==> config.mk <==
export PLATFORM = sky130hd
export DESIGN_NAME = cm2d_back
export DESIGN_NICKNAME = d
export VERILOG_FILES = /design/src/hdl/cm2d_pkg.sv /design/src/hdl/cm2d_back.sv
export SDC_FILE = /design/constraint.sdc
export NUM_CORES = 2
export LEC_CHECK = 0
export BUFFER_PORTS_ARGS = -buffer_cell sky130_fd_sc_hd__buf_2
export CAP_MARGIN = 20
export CORE_ASPECT_RATIO = 0.5
export CORE_MARGIN = 5
export CORE_UTILIZATION = 40
export DETAILED_ROUTE_END_ITERATION = 6
export GPL_TIMING_DRIVEN = 0
export PLACE_DENSITY = 0.67
export SKIP_LAST_GASP = 1
export SYNTH_ARGS = -nofsm -noshare
export SYNTH_HDL_FRONTEND = slang
export SYNTH_SLANG_ARGS = --single-unit
==> constraint.sdc <==
create_clock -name clk -period 10.9 [get_ports clk]
set_clock_uncertainty 0.05 [all_clocks]
set_input_delay 0.545 -clock clk [delete_from_list [all_inputs] [get_ports clk]]
set_output_delay 0.545 -clock clk [all_outputs]
set_load 0.02 [all_outputs]
==> src/hdl/cm2d_pkg.sv <==
`default_nettype none
package cm2d_pkg;

    localparam int SQRT_STAGES = 32;
    localparam int DIV_STAGES  = 15;
    localparam int ROUND_SHIFT = 14;

    localparam logic signed [15:0] NORM_POS = 16'sd16384;
    localparam logic signed [15:0] NORM_NEG = -16'sd16384;

    typedef enum logic [1:0] {
        OP_CIRCLE_CIRCLE = 2'd0,
        OP_BOX_BOX       = 2'd1,
        OP_BOX_CIRCLE    = 2'd2,
        OP_CIRCLE_BOX    = 2'd3
    } cm2d_op_t;

    typedef struct packed {
        logic [1:0]          op;
        logic                hit;
        logic                bb_hit;
        logic signed [15:0]  bb_nx;
        logic signed [15:0]  bb_ny;
        logic [30:0]         bb_pen;
        logic signed [31:0]  qx;
        logic signed [31:0]  qy;
        logic [31:0]         mx;
        logic [31:0]         my;
        logic [30:0]         s_sum;
        logic [29:0]         rb;
        logic signed [31:0]  ox;
        logic signed [31:0]  oy;
        logic [31:0]         rdist;
        logic [30:0]         pen;
        logic signed [33:0]  len;
    } cm2d_ctx_t;

endpackage
`default_nettype wire

==> src/hdl/cm2d_back.sv <==
`default_nettype none
module cm2d_back (
    input  logic                  clk,
    input  logic                  rst_n,
    input  logic                  en,
    input  logic                  in_valid,
    input  cm2d_pkg::cm2d_ctx_t   in_ctx,
    input  logic [cm2d_pkg::DIV_STAGES-1:0] quot_x,
    input  logic [cm2d_pkg::DIV_STAGES-1:0] quot_y,
    output logic                  out_valid,
    output logic                  contact,
    output logic signed [15:0]    normal_x,
    output logic signed [15:0]    normal_y,
    output logic [30:0]           penetration,
    output logic                  point_valid,
    output logic signed [31:0]    point_x,
    output logic signed [31:0]    point_y
);
    import cm2d_pkg::*;

    function automatic logic signed [31:0] sat38(input logic signed [37:0] v);
        logic signed [31:0] res;
        if (v > 38'sd2147483647)
            res = 32'sh7fffffff;
        else if (v < -38'sd2147483648)
            res = 32'sh80000000;
        else
            res = $signed(v[31:0]);
        return res;
    endfunction

    function automatic logic signed [36:0] round_q14(input logic signed [49:0] p);
        logic [49:0] m;
        logic [49:0] mr;
        logic [35:0] q;
        m  = p[49] ? (~p + 50'd1) : p;
        mr = m + (50'd1 << (ROUND_SHIFT - 1));
        q  = mr[49:ROUND_SHIFT];
        return p[49] ? -$signed({1'b0, q}) : $signed({1'b0, q});
    endfunction

    // stage F: signed normal, point product
    logic               f_valid_reg;
    cm2d_ctx_t          f_ctx_reg;
    logic signed [15:0] f_nx_reg, f_ny_reg;
    logic signed [49:0] f_px_reg, f_py_reg;
    logic signed [15:0] nx, ny, mag_x, mag_y;

    always_comb
    begin
        mag_x = $signed({1'b0, quot_x});
        mag_y = $signed({1'b0, quot_y});
        if (in_ctx.rdist == 32'd0)
        begin
            nx = '0;
            ny = '0;
        end
        else
        begin
            nx = in_ctx.qx[31] ? -mag_x : mag_x;
            ny = in_ctx.qy[31] ? -mag_y : mag_y;
        end
    end

    always_ff @(posedge clk or negedge rst_n)
    begin
        if (!rst_n)
            f_valid_reg <= 1'b0;
        else if (en)
            f_valid_reg <= in_valid;
    end

    always_ff @(posedge clk)
    begin
        if (en)
        begin
            f_ctx_reg <= in_ctx;
            f_nx_reg  <= nx;
            f_ny_reg  <= ny;
            f_px_reg  <= nx * in_ctx.len;
            f_py_reg  <= ny * in_ctx.len;
        end
    end

    // stage G: round the point offset
    logic               g_valid_reg;
    cm2d_ctx_t          g_ctx_reg;
    logic signed [15:0] g_nx_reg, g_ny_reg;
    logic signed [36:0] g_offx_reg, g_offy_reg;

    always_ff @(posedge clk or negedge rst_n)
    begin
        if (!rst_n)
            g_valid_reg <= 1'b0;
        else if (en)
            g_valid_reg <= f_valid_reg;
    end

    always_ff @(posedge clk)
    begin
        if (en)
        begin
            g_ctx_reg  <= f_ctx_reg;
            g_nx_reg   <= f_nx_reg;
            g_ny_reg   <= f_ny_reg;
            g_offx_reg <= round_q14(f_px_reg);
            g_offy_reg <= round_q14(f_py_reg);
        end
    end

    // stage H: output register
    logic               h_valid_reg;
    logic               h_contact_reg, h_contact_next;
    logic signed [15:0] h_nx_reg, h_nx_next, h_ny_reg, h_ny_next;
    logic [30:0]        h_pen_reg, h_pen_next;
    logic               h_pv_reg, h_pv_next;
    logic signed [31:0] h_px_reg, h_px_next, h_py_reg, h_py_next;
    logic signed [37:0] sum_x, sum_y;

    always_comb
    begin
        sum_x = $signed({{6{g_ctx_reg.ox[31]}}, g_ctx_reg.ox}) +
                $signed({g_offx_reg[36], g_offx_reg});
        sum_y = $signed({{6{g_ctx_reg.oy[31]}}, g_ctx_reg.oy}) +
                $signed({g_offy_reg[36], g_offy_reg});
        h_contact_next = 1'b0;
        h_nx_next      = '0;
        h_ny_next      = '0;
        h_pen_next     = '0;
        h_pv_next      = 1'b0;
        h_px_next      = '0;
        h_py_next      = '0;
        if (g_ctx_reg.hit)
        begin
            h_contact_next = 1'b1;
            if (g_ctx_reg.op == OP_BOX_BOX)
            begin
                h_nx_next  = g_ctx_reg.bb_nx;
                h_ny_next  = g_ctx_reg.bb_ny;
                h_pen_next = g_ctx_reg.bb_pen;
            end
            else
            begin
                // circle-box reports the normal from A toward B: flip it
                h_nx_next  = (g_ctx_reg.op == OP_CIRCLE_BOX) ? -g_nx_reg : g_nx_reg;
                h_ny_next  = (g_ctx_reg.op == OP_CIRCLE_BOX) ? -g_ny_reg : g_ny_reg;
                h_pen_next = g_ctx_reg.pen;
                h_pv_next  = 1'b1;
                h_px_next  = sat38(sum_x);
                h_py_next  = sat38(sum_y);
            end
        end
    end

    always_ff @(posedge clk or negedge rst_n)
    begin
        if (!rst_n)
            h_valid_reg <= 1'b0;
        else if (en)
            h_valid_reg <= g_valid_reg;
    end

    always_ff @(posedge clk)
    begin
        if (en)
        begin
            h_contact_reg <= h_contact_next;
            h_nx_reg      <= h_nx_next;
            h_ny_reg      <= h_ny_next;
            h_pen_reg     <= h_pen_next;
            h_pv_reg      <= h_pv_next;
            h_px_reg      <= h_px_next;
            h_py_reg      <= h_py_next;
        end
    end

    assign out_valid   = h_valid_reg;
    assign contact     = h_contact_reg;
    assign normal_x    = h_nx_reg;
    assign normal_y    = h_ny_reg;
    assign penetration = h_pen_reg;
    assign point_valid = h_pv_reg;
    assign point_x     = h_px_reg;
    assign point_y     = h_py_reg;

endmodule
`default_nettype wire

Word level (Yosys, flattened, before mapping)
Index checks and enable logic that the tools add are counted.
Word-level totals
  bits in read-only memories: 0
  register bits after elaboration: 692
  bits in latches: 0
  output and inout bits: 130
  bits in writable memories: 0
  input port bits: 451
  word-level logic and storage cells: 84
  memories: 0
Operators by class
  shift operators: 0
  $add $sub $neg: 12
  equal/unequal tests: 2
  reductions and logical operators: 4
  $lt $le $gt $ge: 4
  multiply operators: 2
  divide/modulo/power cells: 0
  bitwise operators: 3
  multiplexer cells: 19
Operators by type and width (number)
  16-bit 2-to-1 mux: 8
  50-bit by 1-bit adder with 50-bit output, second input constant: 2
  50-bit by 14-bit adder with 50-bit output, second input constant: 2
  16-bit by 34-bit multiplier with 50-bit output: 2
  50-bit 2-to-1 mux: 2
  50-bit NOT: 2
  31-bit 2-to-1 mux: 3
  32-bit by 37-bit adder with 38-bit output: 2
  38-bit by 32-bit greater-than comparator with 1-bit output, second input constant: 2
  38-bit by 32-bit less-than comparator with 1-bit output, second input constant: 2
  36-bit negator with 37-bit output: 2
  36-bit 2-to-1 mux: 2
  32-bit 2-to-1 mux: 2
  32-bit logical NOT: 1
  15-bit negator with 16-bit output: 2
  16-bit negator: 2
  3-bit OR reduction: 2
  2-bit by 1-bit == test with 1-bit output, second input constant: 1
  2-bit == test, second input constant: 1
  1-bit 2-to-1 mux: 2
  2-bit OR reduction: 1
  1-bit NOT: 1

Logic depth before layout (Yosys ltp)
  word-level depth: 6
  depth in mapped cells: 34
  gate-level depth less buffers: 33

Least setup slack after synthesis
No wires, ideal clock.
  path type: input port to flip-flop
  start: input port quot_x[0] in the netlist's numbering
  end: register f_px_reg[45], data pin
  required time: 10.587 ns
  library setup time: 0.263 ns
  slack: 2.418 ns
  data arrival time: 8.170 ns
  cell stages on the path: 32
  buffers on the path: 1
  path through: inv_1 > ha_1 > nand2_1 > or3_1 > nand2b_1 > o41ai_1 > xor2_1 > nor2_1 > clkbuf_1 > nand2_1 > fa_1 > fa_1 > inv_1 > fa_1 > fa_1 > fa_1 > inv_1 > fa_1 > inv_1 > ha_1 > a21o_1 > a21o_1 > a21o_1 > a2111oi_0 > o41a_1 > a211oi_1 > a311o_1 > a21oi_1 > or2_2 > nand2b_1 > a311oi_1 > xnor2_1
On the way
  word-level cells in the longest chain between the ends: 4
Ends and longest elaborated chain
  from (decl): RTL line cm2d_back.sv:8  | input logic [cm2d_pkg::DIV_STAGES-1:0] quot_x,
  15-bit negator with 16-bit output: RTL line cm2d_back.sv:60  | nx = in_ctx.qx[31] ? -mag_x : mag_x;
  16-bit 2-to-1 mux: RTL line cm2d_back.sv:60
  16-bit 2-to-1 mux: RTL line cm2d_back.sv:53  | if (in_ctx.rdist == 32'd0)
  net nx[14]: RTL line cm2d_back.sv:47  | logic signed [15:0] nx, ny, mag_x, mag_y;
  16-bit by 34-bit multiplier with 50-bit output: RTL line cm2d_back.sv:80  | f_px_reg <= nx * in_ctx.len;
  to (signal assigned): RTL line cm2d_back.sv:80
  to (decl): RTL line cm2d_back.sv:46  | logic signed [49:0] f_px_reg, f_py_reg;
The timed path passes the listed nets, and every way through them passes these cells.
A chain may end at the register's enable or synchronous reset.

Worst setup path in the final report
  start: input port quot_x[0] in the netlist's numbering
  end: register f_px_reg[45], data pin
On the way
  word-level cells in the longest chain between the ends: 4
Ends and longest elaborated chain (RTL line)
  15-bit negator with 16-bit output: cm2d_back.sv:60
  16-bit 2-to-1 mux *: cm2d_back.sv:60
  16-bit 2-to-1 mux *: cm2d_back.sv:53
  16-bit by 34-bit multiplier with 50-bit output *: cm2d_back.sv:80
Mark *: on every way between the ends. The rest lies on a longest branch, timed or not.

==> out/metrics.cfg <==
[run_status]
status=completed

[timing]
whs_ns=0.0337
worst_slew_pin_slew_ns=1.29
relSlewSlack=0.140
finalCriticalPeriod_ns=10.60
slew_viol_final=0
period_share=0.972
max_freq_mhz=94.4
setup_viol_count_final=0
fin_ws_ns=0.304
hold_viol=0

[floorplanning]
ios=581
die_h_microns=310
initial_core_util=0.402
die_width_microns=611
design.die.area_sq_mm=0.190
rows=110
design.core.area_sq_mm=0.180

[yosys]
synth_cells=7259
synth_nets=9058
synth_edf_count=689
ys_top_cells_by_area=edfxtp_1, fa_1, inv_1
synth.cell_area_sq_mm=0.0722
yosysMostFrequentCell=inv_1
ys_ff_latch=692
synth_top_area_cell=edfxtp_1
synth_commonest_cells=inv_1, fa_1, nand2_1, edfxtp_1, and2_1
yosysWarningCount=0
synth_top_flop_cell=edfxtp_1
yosysTopAreaCellShare=0.287
yosysSeqAreaShare=0.288
async_flop_share=0.00434
synthDistinctLibCells=97
postSynthAreaPerCell_sq_um=9.94

[setup_path]
cp-start-kind=input pin
end_kind=flop
required_ns=11.20
cp.arrival_ns=10.89
cpPeakStageDelay_ns=0.74
cp_slowest_cell=nor2_1
path_common_cell=fa_1
critical_path_class=in2reg
cp_max_fo=10

[cts]
cts_tree=built
cts-root-buf=clkbuf_16
cts_buffers=70
cts_sinks=692
cts.clk_slew.worst_paths_ns=0.06
clk_latency_ns=0.69
post_cts_buffers=0
clock_path_buffers=3
cts.htree.levels=3

[placement]
portBuffers=392
gp_congestion=0.994
hpwlAfterDp_mm=177
post-place-ws_ns=-0.629

[drt]
wl_per_cell_microns=20.8
postRouteAntennaNets=0
route.detailed.drc=0
avgViaCountPerCell=5.26
firstDrtPassIters=7
drt-total-wl_mm=216
vias=54600
drtIter0Drc=5258

[global_route]
grt_pass1_wl_mm=327
antenna_found_initial=31
gr-usage-met3=0.0551
grtUsageMet2=0.361
grt_use_met1=0.294
top_usage_layer=met2
grt_max_degree=133
grt_pass1_vias=54900
grt_usage=0.227
grt_overflow=0

[worst_hold_path]
hold_path_class=in2reg

[finish]
drive_gt1_frac=0.0793
synthToLayoutAreaGrowth_pct=12.7
num-nets-final=9697

[flow_run]
drv_cap=0

layout make-up:
class,count,area [sq um]
tap,2408,3010
buffer,336,1290
fill,16900,98300
clock inverter,38,379
antenna,22,55.1
sequential,692,20800
multi-input combinational,4866,45100
inverter,1364,5120
timing repair buffer,568,3840
clock buffer,82,1800
placed cells by master, fill, tap and decap left out, drive strengths merged, types with 197 or more instances in the layout:
cell type / count
clkbuf: 390
and2: 370
buf: 455
a21oi: 210
inv: 1374
edfxtp: 689
nand2: 980
fa: 1030
o21ai: 197
nor2: 306
xnor2: 256
ha: 318
worst max-delay path: cells and delay by family:
family | cells | cell delay, ns
AO/OA/AOI/OAI | 10 | 3.42
adder cells (fa/ha/maj) | 8 | 3.34
AND/OR/NAND/NOR | 7 | 2.00
buffers and inverters | 5 | 0.91
XOR/XNOR | 2 | 0.65
worst paths after layout:
kind / startpoint / endpoint / slack [ns] / depth (start not counted)
max: quot_x[0] / f_px_reg[45]$_DFFE_PP_ / 0.30 / 32
min reg2reg: f_ctx_reg[406]$_DFFE_PP_ / g_ctx_reg[406]$_DFFE_PP_ / 0.34 / 0
max reg2reg: f_py_reg[49]$_DFFE_PP_ / g_offy_reg[32]$_DFFE_PP_ / 2.91 / 20
max in group asynchronous: rst_n / out_valid$_DFFE_PN0P_ / 10.53 / 2
min: in_ctx[389] / f_ctx_reg[389]$_DFFE_PP_ / 0.03 / 1
min in group asynchronous: rst_n / g_valid_reg$_DFFE_PN0P_ / 0.16 / 2
layer usage:
layer / part of all wire / routed length [microns] / vias up
met2: 0.46 / 98800 / 2238
met5: 0.00036 / 78 / -
li1: - / - / 24500
met3: 0.090 / 19400 / 544
met1: 0.40 / 86300 / 27300
met4: 0.053 / 11600 / 12
metrics by stage:
stage          instance area [sq um]   TNS (ns)   util  cells
2_1_floorplan                  72200          0      -   7259
3_3_place_gp                   77200    -830.24  0.430  10100
3_5_place_dp                   77600      -2.74  0.432  10100
4_1_cts                        81100          0  0.452  10300
5_1_grt                        81300  -0.000818  0.453  10400
6_report                       81300          0  0.453  10400
cell families (layout without fill, tap and decap cells):
logic type	Yosys count	count (layout)	synth area share
adder cells (fa/ha/maj)	1349	1349	0.341
buffers and inverters	1701	2388	0.0889
XOR/XNOR	400	400	0.0485
AND/OR/NAND/NOR	2154	2154	0.142
flip-flops	692	692	0.288
other	0	22	0
multiplexers	48	48	0.00712
AO/OA/AOI/OAI	915	915	0.0846
timing repair:
action,CTS,global route
setup endpoints to repair,0,7
hold buffers,141,0
resized for setup,0,7
endpoints found under the hold margin,143,0
Power is left out: the tool's default activity adds up to more than one toggle a clock period on the data nets, which glitch-free logic cannot reach.
